<file path="src/hdl/ulbp_pkg.sv">
// ----------------------------------------------------------------------------
// ulbp_pkg
// Types, sizes and the uniform-pattern lookup for the LBP stream core.
// ----------------------------------------------------------------------------
package ulbp_pkg;

  localparam int MAX_WIDTH   = 256;
  localparam int MAX_HEIGHT  = 256;
  localparam int PIX_W       = 8;
  localparam int COORD_W     = 8;
  localparam int SIZE_W      = 9;
  localparam int ADDR_W      = $clog2(MAX_WIDTH);
  localparam int CODE_W      = 6;
  localparam int QUEUE_DEPTH = 2;
  localparam int RES_KINDS   = 4;

  localparam logic [SIZE_W-1:0] MIN_SIZE     = SIZE_W'(2);
  localparam logic [SIZE_W-1:0] MAX_W_SIZE   = SIZE_W'(MAX_WIDTH);
  localparam logic [SIZE_W-1:0] MAX_H_SIZE   = SIZE_W'(MAX_HEIGHT);
  localparam logic [SIZE_W-1:0] RESET_WIDTH  = SIZE_W'(64);
  localparam logic [SIZE_W-1:0] RESET_HEIGHT = SIZE_W'(64);

  // configuration register indexes
  localparam logic CFG_FRAME_WIDTH  = 1'b0;
  localparam logic CFG_FRAME_HEIGHT = 1'b1;

  // result kinds, one bit each, emitted lowest bit first:
  // bit0 upper row left, bit1 upper row right edge,
  // bit2 bottom row left, bit3 bottom row right edge
  typedef logic [RES_KINDS-1:0] res_mask_t;

  // one classified pixel passed from front to back
  typedef struct packed {
    logic [PIX_W-1:0]   pixel;
    logic [COORD_W-1:0] row;
    logic [COORD_W-1:0] col;
    res_mask_t          mask;
    logic               row_zero;
    logic               first_col;
    logic               done;
  } q_item_t;

  typedef logic [CODE_W-1:0] uni_lut_t [256];

  function automatic logic is_uniform8(logic [7:0] v);
    logic [7:0] diff;
    int         cnt;
    diff = v ^ {v[0], v[7:1]};
    cnt  = 0;
    for (int i = 0; i < 8; i++) begin
      cnt += int'(diff[i]);
    end
    return cnt <= 2;
  endfunction

  function automatic uni_lut_t build_uni_lut();
    uni_lut_t lut;
    int       idx;
    idx = 1;
    for (int k = 0; k < 256; k++) begin
      if (is_uniform8(8'(k))) begin
        lut[k] = CODE_W'(idx);
        idx++;
      end else begin
        lut[k] = '0;
      end
    end
    return lut;
  endfunction

  localparam uni_lut_t UNI_LUT = build_uni_lut();

endpackage

</file>
<file path="src/hdl/ulbp_front.sv">
// ----------------------------------------------------------------------------
// ulbp_front
// Frame size registers, raster counters and per-pixel result classification.
// ----------------------------------------------------------------------------
module ulbp_front
  import ulbp_pkg::*;
(
  input  logic               clk_i,
  input  logic               rst_ni,
  input  logic               cfg_we_i,
  input  logic               cfg_idx_i,
  input  logic [SIZE_W-1:0]  cfg_wdata_i,
  input  logic               in_valid_i,
  output logic               in_ready_o,
  input  logic [PIX_W-1:0]   pixel_i,
  output logic               push_valid_o,
  input  logic               push_ready_i,
  output q_item_t            push_item_o
);

  logic [SIZE_W-1:0]  width_q, width_d, height_q, height_d;
  logic [SIZE_W-1:0]  cfg_clamped;
  logic [COORD_W-1:0] row_q, row_d, col_q, col_d;
  logic [COORD_W-1:0] r0, c0, r, c;
  logic [SIZE_W-1:0]  r_inc;
  logic               row_wrap, col_wrap, last_col, last_row, accept;

  // out-of-range sizes saturate at write time
  always_comb begin
    if (cfg_wdata_i < MIN_SIZE) begin
      cfg_clamped = MIN_SIZE;
    end else if (cfg_wdata_i > MAX_W_SIZE) begin
      cfg_clamped = MAX_W_SIZE;
    end else begin
      cfg_clamped = cfg_wdata_i;
    end
  end

  always_comb begin
    width_d  = width_q;
    height_d = height_q;
    if (cfg_we_i) begin
      unique case (cfg_idx_i)
        CFG_FRAME_WIDTH:  width_d = cfg_clamped;
        CFG_FRAME_HEIGHT: height_d = (cfg_clamped > MAX_H_SIZE) ? MAX_H_SIZE : cfg_clamped;
        default:          width_d = width_q;
      endcase
    end
  end

  // position of this pixel; counters beyond a shrunk frame wrap first
  always_comb begin
    row_wrap = ({1'b0, row_q} >= height_q);
    r0       = row_wrap ? '0 : row_q;
    c0       = row_wrap ? '0 : col_q;
    col_wrap = ({1'b0, c0} >= width_q);
    r_inc    = {1'b0, r0} + SIZE_W'(1);
    if (col_wrap) begin
      r = (r_inc >= height_q) ? '0 : r_inc[COORD_W-1:0];
      c = '0;
    end else begin
      r = r0;
      c = c0;
    end
    last_col = ({1'b0, c} == width_q - SIZE_W'(1));
    last_row = ({1'b0, r} == height_q - SIZE_W'(1));
  end

  assign in_ready_o   = push_ready_i;
  assign push_valid_o = in_valid_i;
  assign accept       = in_valid_i & push_ready_i;

  always_comb begin
    push_item_o.pixel     = pixel_i;
    push_item_o.row       = r;
    push_item_o.col       = c;
    push_item_o.row_zero  = (r == '0);
    push_item_o.first_col = (c == '0);
    push_item_o.done      = last_col & last_row;
    push_item_o.mask[0]   = (r != '0) & (c != '0);
    push_item_o.mask[1]   = (r != '0) & last_col;
    push_item_o.mask[2]   = (r != '0) & last_row & (c != '0);
    push_item_o.mask[3]   = (r != '0) & last_row & last_col;
  end

  always_comb begin
    row_d = row_q;
    col_d = col_q;
    if (accept) begin
      col_d = last_col ? '0 : c + COORD_W'(1);
      if (last_col) begin
        row_d = last_row ? '0 : r + COORD_W'(1);
      end else begin
        row_d = r;
      end
    end
  end

  always_ff @(posedge clk_i or negedge rst_ni) begin
    if (!rst_ni) begin
      width_q  <= RESET_WIDTH;
      height_q <= RESET_HEIGHT;
      row_q    <= '0;
      col_q    <= '0;
    end else begin
      width_q  <= width_d;
      height_q <= height_d;
      row_q    <= row_d;
      col_q    <= col_d;
    end
  end

endmodule

</file>
<file path="config.mk">
export PLATFORM = sky130hd
export DESIGN_NAME = ulbp_front
export DESIGN_NICKNAME = d
export VERILOG_FILES = /design/src/hdl/ulbp_pkg.sv /design/src/hdl/ulbp_front.sv
export SDC_FILE = /design/constraint.sdc
export NUM_CORES = 1
export LEC_CHECK = 0
export BUFFER_PORTS_ARGS = -buffer_cell sky130_fd_sc_hd__buf_2
export CAP_MARGIN = 10
export CORE_MARGIN = 1
export CORE_UTILIZATION = 24
export DETAILED_ROUTE_END_ITERATION = 8
export SYNTH_ARGS = -nofsm -noshare
export SYNTH_HDL_FRONTEND = slang
export SYNTH_SLANG_ARGS = --single-unit
export TNS_END_PERCENT = 10
</file>
<file path="constraint.sdc">
create_clock -name clk_i -period 9.2 [get_ports clk_i]
set_clock_uncertainty 0.2 [all_clocks]
set_input_delay 0.92 -clock clk_i [delete_from_list [all_inputs] [get_ports clk_i]]
set_output_delay 0.92 -clock clk_i [all_outputs]
set_load 0.01 [all_outputs]
</file>
; Word level (Yosys, flattened, before mapping)
; Cells that the tools add are included.
[op_classes]
n_addsub = 5
order_cmp = 6
n_eq_ne = 2
n_mux = 11
bitwise = 8
n_reduce_logical = 6
[op_table]
columns = cell, n
row1 = two-way mux 8 bit, 8
row2 = two-way mux 9 bit, 3
row3 = equality test 8 x 9 -> 1 bit, 2
row4 = >= comparator 8 x 9 -> 1 bit, 2
row5 = greater-than comparator 9 bit (second input constant), 2
row6 = subtractor 9 x 1 -> 9 bit (second input constant), 2
row7 = adder 8 x 1 -> 8 bit (second input constant), 2
row8 = logical NOT 8 bit, 2
row9 = nonzero test 8 bit, 2
row10 = adder 8 x 1 -> 9 bit (second input constant), 1
row11 = >= comparator 9 bit, 1
row12 = less-than comparator 9 x 2 -> 1 bit (second input constant), 1
row13 = AND 1 bit, 7
row14 = AND reduction 2 bit, 2
row15 = NOT 1 bit, 1
[word_totals]
reg_bits = 34
inputBits = 23
elab_cells = 42

; Longest topological paths before layout
; Gate-level depths: netlist of run 1.
[depth]
depth_word = 9
mapped_depth = 26
mapped_depth_nobuf = 24

; Least setup slack after synthesis of run 1
; OpenSTA, ideal clock, no wires.
[synth_timing]
path_kind = register to output
startpoint = register height_q[6]
endpoint = output push_item_o[5] (netlist name)
arrival_time_ns = 5.250
t_required_ns = 8.080
setup_slack_ns = 2.830
path_stages_with_launch = 23
path_buffers = 1
cell_sequence = dfstp_2 > inv_1 > ha_1 > and4b_1 > and3_1 > a21oi_1 > clkbuf_1 > nand2_1 > inv_1 > ha_1 > nand2_1 > or3_1 > a21oi_1 > ha_1 > o21ai_0 > o21ai_0 > a21oi_2 > o211ai_1 > o311ai_2 > a2bb2oi_1 > nand4_4 > or2_1 > nor3_1
[synth_lines]
columns = element, line
row1 = from (decl), ulbp_front.sv:21  ; logic [SIZE_W-1:0] width_q, width_d, height_q, height_d;
row2 = from (signal assigned), ulbp_front.sv:107  ; height_q <= height_d;
row3 = to (decl), ulbp_front.sv:18  ; output q_item_t push_item_o

==> summary.md, run 1 <==
| Metric | Value |
|---|---|
| Status | `finished clean` |
| First-pass GRT wire length | `18.3 mm` |
| Reg clk slew, reported paths | `0.05 ns` |
| Largest net degree at the start of global routing | `35` |
| Initial Util | `25.0%` |
| Area grow syn2layout | `10.7%` |
| Total Nets Final | `550` |
| Detailed placer's ending HPWL | `8.66 mm` |
| Req. time, crit path | `8.08 ns` |
| Mean Syn Cell Area | `8.01 um^2` |
| Yosys warnings | `0` |
| TritonCTS clock tree | `done` |
| GRT Residual Overflow | `0` |
| Root Driver | `clkbuf_16` |
| Final Max Tran Viols | `0` |
| Setup bufs post-CTS | `0` |
| Critical path's most frequent cell | `ha_1` |
| Vias per inst | `5.23` |
| Syn_nets | `536` |
| Setup TNS | `0 ns` |
| Row Count | `45` |
| Final WL | `11.2 mm` |
| EDFF count, synth | `0` |
| Mapped Cells | `481` |
| Total track usage | `13.9%` |
| Critical path's largest stage delay | `0.68 ns` |
| Area contributors post-synth | `dfrtp_1, ha_1, nand2_1` |
| Synth async-reset ratio | `100%` |
| I/O Pins | `56` |
| CTS max path bufs | `2` |
| Fin crit period | `7.27 ns` |
| Iteration-0 DRC Markers | `231` |
| Later-pin clock latency in the skew report | `0.28 ns` |
| Port bufs | `39` |
| PnR Total Power | `0.00159 W` |
| Ant diodes | `0` |
| Most common flop cell mapped by yosys | `dfrtp_1` |
| #FFs+latches synth | `34` |
| DIE WIDTH | `129 um` |
| Setup violators final | `0` |
| Area share of the largest cell type after synthesis | `20.8%` |
| Placed insts | `699` |
| Unrepaired setup endpoints after global routing | `false` |
| Critical path cell sequence | `inv_1 > ha_1 > and4b_1 > and3_1 > a211oi_1 > ha_1 > nand3_1 > xor2_1 > nor2_1 > ha_1 > a211oi_1 > o21ai_0 > a21oi_2 > o211ai_1 > o311ai_2 > a2bb2oi_1 > nand4_4 > or2_1 > nor3_1 > buf_2` |
| Final Hold Fails | `0` |
| Post-Place Setup Slack | `2.37 ns` |
| Die height | `129 um` |
| Die area | `0.0166 mm^2` |
| Switching power | `0.000866 W` |
| Residual DRC count | `0` |
| Hold WC Path Type | `flip-flop to flip-flop` |
| Sequential share of the synthesized area | `22.2%` |
| Fin cells | `707` |
| Antenna viol nets, final | `0` |
| Critical Path Slowest Stage Cell | `o311ai_2` |
| DR vias | `3698` |
| Distinct cells, synth | `77` |
| Max_slew headroom | `35.4%` |
| Max VDD drop | `0.000127 V` |
| Worst EP arrival | `6.15 ns` |
| Tcrit/Tclk final | `79.0%` |
| Vias in the first global route | `3534` |
| Max-cap violations | `0` |
| Sequential Power Share | `17.0%` |
| F_max | `0.138 GHz` |
| Top cell type by total area after synthesis | `dfrtp_1` |
| Initial antenna violation count | `0` |
| WL/cell | `15.9 um` |
| Kind of critical path | `flip-flop to output pin` |
| Design area | `0.00426 mm^2` |
| Hold_buf cts | `0` |
| Actual slew at the worst max-slew pin | `0.966 ns` |
| GPL Wtd Cong | `0.887` |
| TritonCTS Buffers | `5` |
| Post_cts resized | `0` |
| Cell area power density | `373 mW/mm^2` |
| Syn Std Cell Area | `0.00385 mm^2` |
| Internal cell power | `0.000723 W` |
| Most common cell in the netlist | `nand2_1` |
| # fillers | `1736` |
| Final worst slack | `1.93 ns` |
| Startpoint Class | `flip-flop` |
| CTS sink count | `34` |
| CP Capture Type | `output pin` |
| Commonest cells post-synth | `nand2_1, dfrtp_1, ha_1, inv_1` |
| Net Sw Frac | `54.5%` |
| Comb power frac | `72.2%` |
| Crit path max fanout | `9` |
| Clock network power share | `10.8%` |
| Htree depth | `2` |
| Leakage | `1.80 nW` |
| First drt pass iteration count | `5` |
| CORE AREA | `0.0154 mm^2` |
| DP Area | `0.00412 mm^2` |
| Share of layout cells above drive strength 1 | `14.1%` |
## power groups by stage
| stage | registers, W | clock network, W | logic, W |
|---|---|---|---|
| after floorplan | 0.000220 | 0 | 0.000877 |
| after global placement | 0.000273 | 0 | 0.00113 |
| after detailed placement | 0.000271 | 0 | 0.00113 |
| after CTS | 0.000269 | 0.000176 | 0.00113 |
| after global routing | 0.000277 | 0.000181 | 0.00126 |
| final | 0.000270 | 0.000171 | 0.00115 |
## state kept, by name, indices dropped and copies added (netlist names)
register	cells
width_q	9
row_q	8
col_q	8
height_q	9
## routing by layer
layer / GRT usage (%) / routed length (um) / up-vias
met5: 0 / 0 / -
met4: 4.78 / 244 / 0
met3: 2.00 / 559 / 24
met2: 23.5 / 5390 / 119
met1: 18.0 / 5050 / 1777
li1: - / - / 1778
## area by class of cell
| type | count | area (um^2) | area share [%] |
|---|---|---|---|
| inverters | 33 | 124 | 2.90 |
| multi-input cells | 380 | 2670 | 62.5 |
| well taps | 211 | 264 | 6.19 |
| clock inverters | 1 | 5.00 | 0.117 |
| flip-flops and latches | 34 | 853 | 20.0 |
| clock buffers | 7 | 143 | 3.35 |
| repair buffers | 41 | 210 | 4.93 |
## logic make-up (layout without fill, tap and decap cells)
group,count (synthesis),after routing,share of synthesized area (%)
AO/OA/AOI/OAI,134,134,25.6
XOR/XNOR,26,26,5.91
adder cells (fa/ha/maj),32,32,10.4
buffers and inverters,67,82,8.64
flip-flops,34,34,22.2
multiplexers,6,6,1.95
AND/OR/NAND/NOR,182,182,25.3
## cells in the final DEF, fill, tap and decap left out, types with 6 or more instances in the layout
cell type,netlist,final
nand2_1,51,51
buf_2,5,39
inv_1,32,32
ha_1,32,32
dfrtp_1,32,32
o21ai_0,30,30
nor2_1,30,30
xnor2_1,19,19
and2_1,13,13
a21oi_1,12,12
nand2b_1,11,11
nand3_1,11,11
o211ai_1,11,11
nor3_1,10,10
a21o_1,9,9
a211oi_1,9,9
and3_1,8,8
nand4_1,8,8
xor2_1,7,7
a31oi_1,6,6
or3_1,6,6
nor4_1,6,6
o31ai_1,6,6
## worst max-delay path: cells and delay by family (launching register included)
kind | cells | cell delay (ns)
AO/OA/AOI/OAI | 7 | 2.50
XOR/XNOR | 1 | 0.28
buffers and inverters | 2 | 0.25
AND/OR/NAND/NOR | 7 | 1.25
adder cells (fa/ha/maj) | 3 | 1.04
flip-flops | 1 | 0.53
## through the flow
stage	hold WS, ns	utilization [%]
finish	0.280	27.6
global placement	0.265	26.7
CTS	0.283	27.6
floorplan	0.250	-
global route	0.312	27.6
detailed placement	0.271	26.7
## final timing paths
kind / start / end / slack [ns] / cells after the start
setup reg to reg: height_q[2] / row_q[0] / 3.13 / 16
min in group asynchronous: rst_ni / width_q[2] / 0.53 / 1
setup / recovery: height_q[6] / push_item_o[5] / 1.93 / 20
hold reg to reg: height_q[7] / height_q[7] / 0.28 / 2
max in group asynchronous: rst_ni / col_q[0] / 7.76 / 1
hold / removal: height_q[7] / height_q[7] / 0.28 / 2
(Power assumes the default switching activity.)
==> run 2, diff against run 1 <==
--- a/config.mk
+++ b/config.mk
@@ -5,6 +5,7 @@
 export SDC_FILE = /design/constraint.sdc
 export NUM_CORES = 1
 export LEC_CHECK = 0
+export ABC_AREA = 1
 export BUFFER_PORTS_ARGS = -buffer_cell sky130_fd_sc_hd__buf_2
 export CAP_MARGIN = 10
 export CORE_MARGIN = 1
==> constraint.sdc (replaced) <==
create_clock -name clk_i -period 6.01 [get_ports clk_i]
set_clock_uncertainty 0.2 [all_clocks]
set_input_delay 0.601 -clock clk_i [delete_from_list [all_inputs] [get_ports clk_i]]
set_output_delay 0.601 -clock clk_i [all_outputs]
set_load 0.01 [all_outputs]
==> summary.md, run 2 <==
| Metric | Value |
|---|---|
| Reg2reg end | `row_q[3]` |
| First drt pass iteration count | `4` |
| Most common cell in the netlist | `nand2_1` |
| CP bufs+invs | `5` |
| Vias in the first global route | `3350` |
| Commonest cells post-synth | `nand2_1, inv_1, nand3_1` |
| WL/cell | `12.8 um` |
| Initial Util | `24.7%` |
| DR vias | `3615` |
| CTS max path bufs | `2` |
| GPL Wtd Cong | `0.857` |
| Placed insts | `804` |
| Status | `finished clean` |
| Final Hold Fails | `0` |
| EDFF count, synth | `0` |
| Total Nets Final | `655` |
| DIE WIDTH | `127 um` |
| Setup TNS | `0 ns` |
| Fin crit period | `5.39 ns` |
| Largest net degree at the start of global routing | `35` |
| Htree depth | `2` |
| Detailed placer's ending HPWL | `8.52 mm` |
| Flop2flop setup slack | `1.38 ns` |
| Synth async-reset ratio | `100%` |
| Ant diodes | `0` |
| Hold WC Path Type | `input pin to async pin` |
| Crit path max fanout | `17` |
| Clock network power share | `18.4%` |
| Crit. Startpoint | `height_q[3]` |
| Initial antenna violation count | `0` |
| Worst EP arrival | `4.59 ns` |
| Net Sw Frac | `48.3%` |
| Syn Std Cell Area | `0.00377 mm^2` |
| R2R cell count | `29` |
| Setup bufs post-CTS | `0` |
| Internal cell power | `0.000778 W` |
| Iteration-0 DRC Markers | `216` |
| Later-pin clock latency in the skew report | `0.27 ns` |
| Die area | `0.0162 mm^2` |
| Row Count | `45` |
| Share of layout cells above drive strength 1 | `17.1%` |
| Switching power | `0.000728 W` |
| TritonCTS clock tree | `done` |
| Max-cap violations | `0` |
| Area grow syn2layout | `13.6%` |
| Critical path's largest stage delay | `0.40 ns` |
| Max VDD drop | `0.000140 V` |
| Reg clk slew, reported paths | `0.05 ns` |
| CORE AREA | `0.0153 mm^2` |
| Root Driver | `clkbuf_16` |
| Kind of critical path | `flip-flop to output pin` |
| Critical path's most frequent cell | `nand2_1` |
| Biggest regs | `height_q (9), width_q (9)` |
| Sequential share of the synthesized area | `22.6%` |
| F_max | `0.185 GHz` |
| Antenna viol nets, final | `0` |
| Tcrit/Tclk final | `89.8%` |
| Most common flop cell mapped by yosys | `dfrtp_1` |
| CTS sink count | `34` |
| Max_slew headroom | `47.7%` |
| #FFs+latches synth | `34` |
| Crit-path leading delay family | `simple AND/OR/NAND/NOR gates` |
| Port bufs | `39` |
| Top cell type by total area after synthesis | `dfrtp_1` |
| Comb power frac | `61.4%` |
| Cell area power density | `351 mW/mm^2` |
| First-pass GRT wire length | `17.2 mm` |
| Distinct cells, synth | `41` |
| Setup violators final | `0` |
| Mapped Cells | `569` |
| Leakage | `2.28 nW` |
| I/O Pins | `56` |
| Unrepaired setup endpoints after global routing | `false` |
| Number of cells on the critical path | `26` |
| Fin cells | `812` |
| Req. time, crit path | `5.21 ns` |
| Most frequent cells in the layout | `nand2_1, inv_1, nand3_1` |
| Final Max Tran Viols | `0` |
| TritonCTS Buffers | `5` |
| Vias per inst | `4.45` |
| Startpoint Class | `flip-flop` |
| Mean Syn Cell Area | `6.63 um^2` |
| Sequential Power Share | `20.1%` |
| Worst R2R Start | `height_q[3]` |
| CP Capture Type | `output pin` |
| Area share of the largest cell type after synthesis | `21.2%` |
| Most common cell after layout, fill and taps aside | `nand2_1` |
| Critical Path Slowest Stage Cell | `dfrtp_1` |
| Residual DRC count | `0` |
| GRT Residual Overflow | `0` |
| Syn_nets | `624` |
| Area contributors post-synth | `dfrtp_1, nand2_1, ha_1` |
| Yosys warnings | `0` |
| Die height | `127 um` |
| Actual slew at the worst max-slew pin | `0.785 ns` |
| CP endpoint | `push_item_o[6]` |
| Final WL | `10.4 mm` |
| Total track usage | `13.3%` |
run 2: cell types whose count changed after synthesis, moves of 14 or more:
cell / delta
xnor2_1: -18
xor2_1: +14
inv_1: +56
nand3_1: +33
nand2_1: +106
run 2: through the flow:
step	utilization [%]	hold slack, ns	power (W)	cell area, um^2	worst slack [ns]
2_1_floorplan	-	0.105	0.000997	3770	1.36
3_3_place_gp	27.0	0.294	0.00122	4110	0.873
3_5_place_dp	27.0	0.298	0.00122	4110	0.796
4_1_cts	28.1	0.244	0.00151	4280	0.489
5_1_grt	28.1	0.286	0.00165	4280	0.115
6_report	28.1	0.205	0.00151	4280	0.615
run 2: metal layers:
layer	track usage, %	part of all wire (%)
met4	2.80	0.95
met3	2.43	5.8
met5	0	0
met1	20.0	53
met2	19.6	41
run 2: worst reg2reg max path, delay by kind of cell, from the launching register on:
family,cells,cell delay (ns)
AOI/OAI and AO/OA,4,0.62
adders and majority gates,3,0.78
buffers and inverters,4,0.38
DFF,1,0.40
and+or+nand+nor,18,2.15
run 2: area by class of cell:
cell class | instances | area (um^2)
Timing Repair Buffer | 40 | 203
Fill cell | 1694 | 11000
Multi-Input combinational cell | 421 | 2430
Clock buffer | 8 | 166
Sequential cell | 34 | 853
Inverter | 98 | 368
Tap cell | 211 | 264
run 2: cells by family after synthesis:
kind of cell             count (synthesis)  synth area share [%]
flip-flops                              34                  22.6
XOR/XNOR                                22                  5.11
buffers and inverters                  114                  13.0
AO/OA/AOI/OAI                           48                  7.17
adder cells (fa/ha/maj)                 32                  10.6
AND/OR/NAND/NOR                        319                  41.4
run 2: worst min-delay path by stage:
| stage | startpoint | end | cells past startpoint |
|---|---|---|---|
| finish | rst_ni | row_q[3] | 1 |
| CTS | rst_ni | row_q[3] | 1 |
| global route | rst_ni | row_q[2] | 1 |
| detailed placement | col_q[0] | col_q[0] | 2 |
| floorplan | rst_ni | col_q[0] | 0 |
| global placement | col_q[0] | col_q[0] | 2 |
run 2: what timing repair did:
item / 4_1_cts / 5_1_grt
setup endpoints to repair: 0 / 4
resized for setup: 0 / 1
hold buffers: 0 / 0
run 2: power by group through the flow:
stage          combinational, W  sequential, W  clock (W)
2_1_floorplan          0.000701       0.000296          0
3_3_place_gp           0.000916       0.000305          0
3_5_place_dp           0.000915       0.000306          0
4_1_cts                0.000921       0.000303   0.000283
5_1_grt                 0.00105       0.000308   0.000293
6_report               0.000925       0.000303   0.000277
==> run 3, diff against run 2 <==
--- a/config.mk
+++ b/config.mk
@@ -5,7 +5,6 @@
 export SDC_FILE = /design/constraint.sdc
 export NUM_CORES = 1
 export LEC_CHECK = 0
-export ABC_AREA = 1
 export BUFFER_PORTS_ARGS = -buffer_cell sky130_fd_sc_hd__buf_2
 export CAP_MARGIN = 10
 export CORE_MARGIN = 1
==> summary.md, run 3 (same netlist as run 1, synthesis figures left out) <==
| Metric | Value |
|---|---|
| Status | `finished clean` |
| CTS sink count | `34` |
| Fin cells | `739` |
| Final WL | `11.9 mm` |
| # fillers | `1674` |
| Footprint of the multi-input gates | `0.00278 mm^2` |
| Kind of critical path | `flip-flop to output pin` |
| DP Area | `0.00432 mm^2` |
| GPL Wtd Cong | `0.917` |
| Most common cell after layout, fill and taps aside | `nand2_1` |
| Detailed placer's ending HPWL | `9.24 mm` |
| Iteration-0 DRC Markers | `237` |
| Actual slew at the worst max-slew pin | `0.815 ns` |
| Port bufs | `39` |
| WL/cell | `16.2 um` |
| Htree depth | `2` |
| Ant diodes | `0` |
| Placed insts | `725` |
| Worst EP arrival | `4.94 ns` |
| TritonCTS clock tree | `done` |
| First drt pass iteration count | `5` |
| Area grow syn2layout | `19.8%` |
| Row Count | `45` |
| Req. time, crit path | `5.21 ns` |
| Register area | `853 um^2` |
| Initial Util | `25.0%` |
| Final worst slack | `0.272 ns` |
| First-pass GRT wire length | `18.9 mm` |
| Leakage | `1.99 nW` |
| Hold WC Path Type | `input pin to async pin` |
| Vias in the first global route | `3522` |
| Post-Place Setup Slack | `0.134 ns` |
| CORE AREA | `0.0154 mm^2` |
| Max_slew headroom | `45.7%` |
| Max-cap violations | `0` |
| Tcrit/Tclk final | `95.5%` |
| I/O Pins | `56` |
| Later-pin clock latency in the skew report | `0.28 ns` |
| CTS max path bufs | `2` |
| Startpoint Class | `flip-flop` |
| Final Hold Fails | `0` |
| Hold_buf cts | `0` |
| CP Capture Type | `output pin` |
| GRT Residual Overflow | `0` |
| Crit path max fanout | `5` |
| Total track usage | `14.6%` |
| Die height | `129 um` |
| Die area | `0.0166 mm^2` |
| Antenna viol nets, final | `0` |
| DR vias | `3786` |
| Max VDD drop | `0.000219 V` |
| Setup violators final | `0` |
| Share of layout cells above drive strength 1 | `22.7%` |
| TritonCTS Buffers | `5` |
| Initial antenna violation count | `0` |
| Reg clk slew, reported paths | `0.05 ns` |
| Cell area power density | `604 mW/mm^2` |
| Most frequent cells in the layout | `nand2_1, buf_2, buf_4` |
| Fin crit period | `5.74 ns` |
| Biggest regs | `height_q (9), width_q (9)` |
| F_max | `0.174 GHz` |
| Total Nets Final | `582` |
| Vias per inst | `5.12` |
| Root Driver | `clkbuf_16` |
| Design area | `0.00461 mm^2` |
| Final Max Tran Viols | `0` |
| Largest net degree at the start of global routing | `35` |
| Residual DRC count | `0` |
| DIE WIDTH | `129 um` |
## run 3: cell types whose count changed in the layout (fill, tap and decap cells not counted), sizes merged, moves of 11 or more
cell    previous run  this run
buf               40        73
nand3             52        11
nor2              59        30
o211ai             0        11
xor2              21         7
and2               2        13
xnor2              1        19
nand2b             0        12
nand2            169        51
inv               95        32
## run 3: layer usage
layer | up-vias | global-route usage (%) | part of all wire, %
li1 | 1850 | - | -
met1 | 1794 | 18.2 | 43
met2 | 114 | 25.3 | 49
met3 | 28 | 1.91 | 4.8
met4 | 0 | 6.02 | 3.2
met5 | - | 0 | 0
## run 3: repair_timing
item / in CTS / in global routing
pin swaps: 1 / 7
cloned: 0 / 0
setup endpoints to repair: 3 / 6
resized for setup: 4 / 18
setup buffers: 3 / 3
## run 3: layout make-up
type                       instances  area share, %
sequential                        34           18.5
timing repair buffer              73           9.76
multi-input combinational        380           60.1
clock inverter                     1          0.108
clock buffer                       7           3.09
inverter                          33           2.68
tap                              211           5.72
## run 3: path summary, 6_finish.rpt
path,to,depth (start not counted),start,slack [ns]
hold reg to reg,height_q[7],2,height_q[7],0.28
min in group clk_i,height_q[7],2,height_q[7],0.28
setup / recovery,push_item_o[6],20,height_q[6],0.27
max in group asynchronous,row_q[7],1,rst_ni,4.88
hold / removal,width_q[7],1,rst_ni,0.22
setup reg to reg,row_q[6],22,height_q[6],0.90
## run 3: stage by stage
step	setup TNS [ns]	hold WS [ns]	power [W]	util [%]
floorplan	0	0.105	0.00169	-
global placement	0	0.264	0.00238	28.0
detailed placement	0	0.271	0.00237	28.0
CTS	0	0.254	0.00270	29.3
global route	-0.0153	0.298	0.00301	29.9
finish	0	0.216	0.00279	29.9
## run 3: power breakdown
| group | total [W] | switching (W) | internal [W] |
|---|---|---|---|
| Combinational | 0.00214 | 0.00124 | 0.000898 |
| Clock | 0.000261 | 0.0000963 | 0.000164 |
| Sequential | 0.000388 | 0.000103 | 0.000285 |
## run 3: worst max-delay path: stages (launching register included)
cell      delay [ns]
dfstp_2         0.53
inv_2           0.08
ha_4            0.25
and4b_1         0.20
and3_4          0.21
a211oi_2        0.27
ha_2            0.25
nand2_1         0.07
or3_4           0.39
a21oi_2         0.14
ha_1            0.24
o21ai_0         0.08
o21ai_1         0.12
a21o_1          0.22
a2111o_1        0.42
o211ai_1        0.17
mux2i_1         0.33
mux2i_4         0.12
or2_4           0.27
nor3_1          0.13
buf_2           0.16
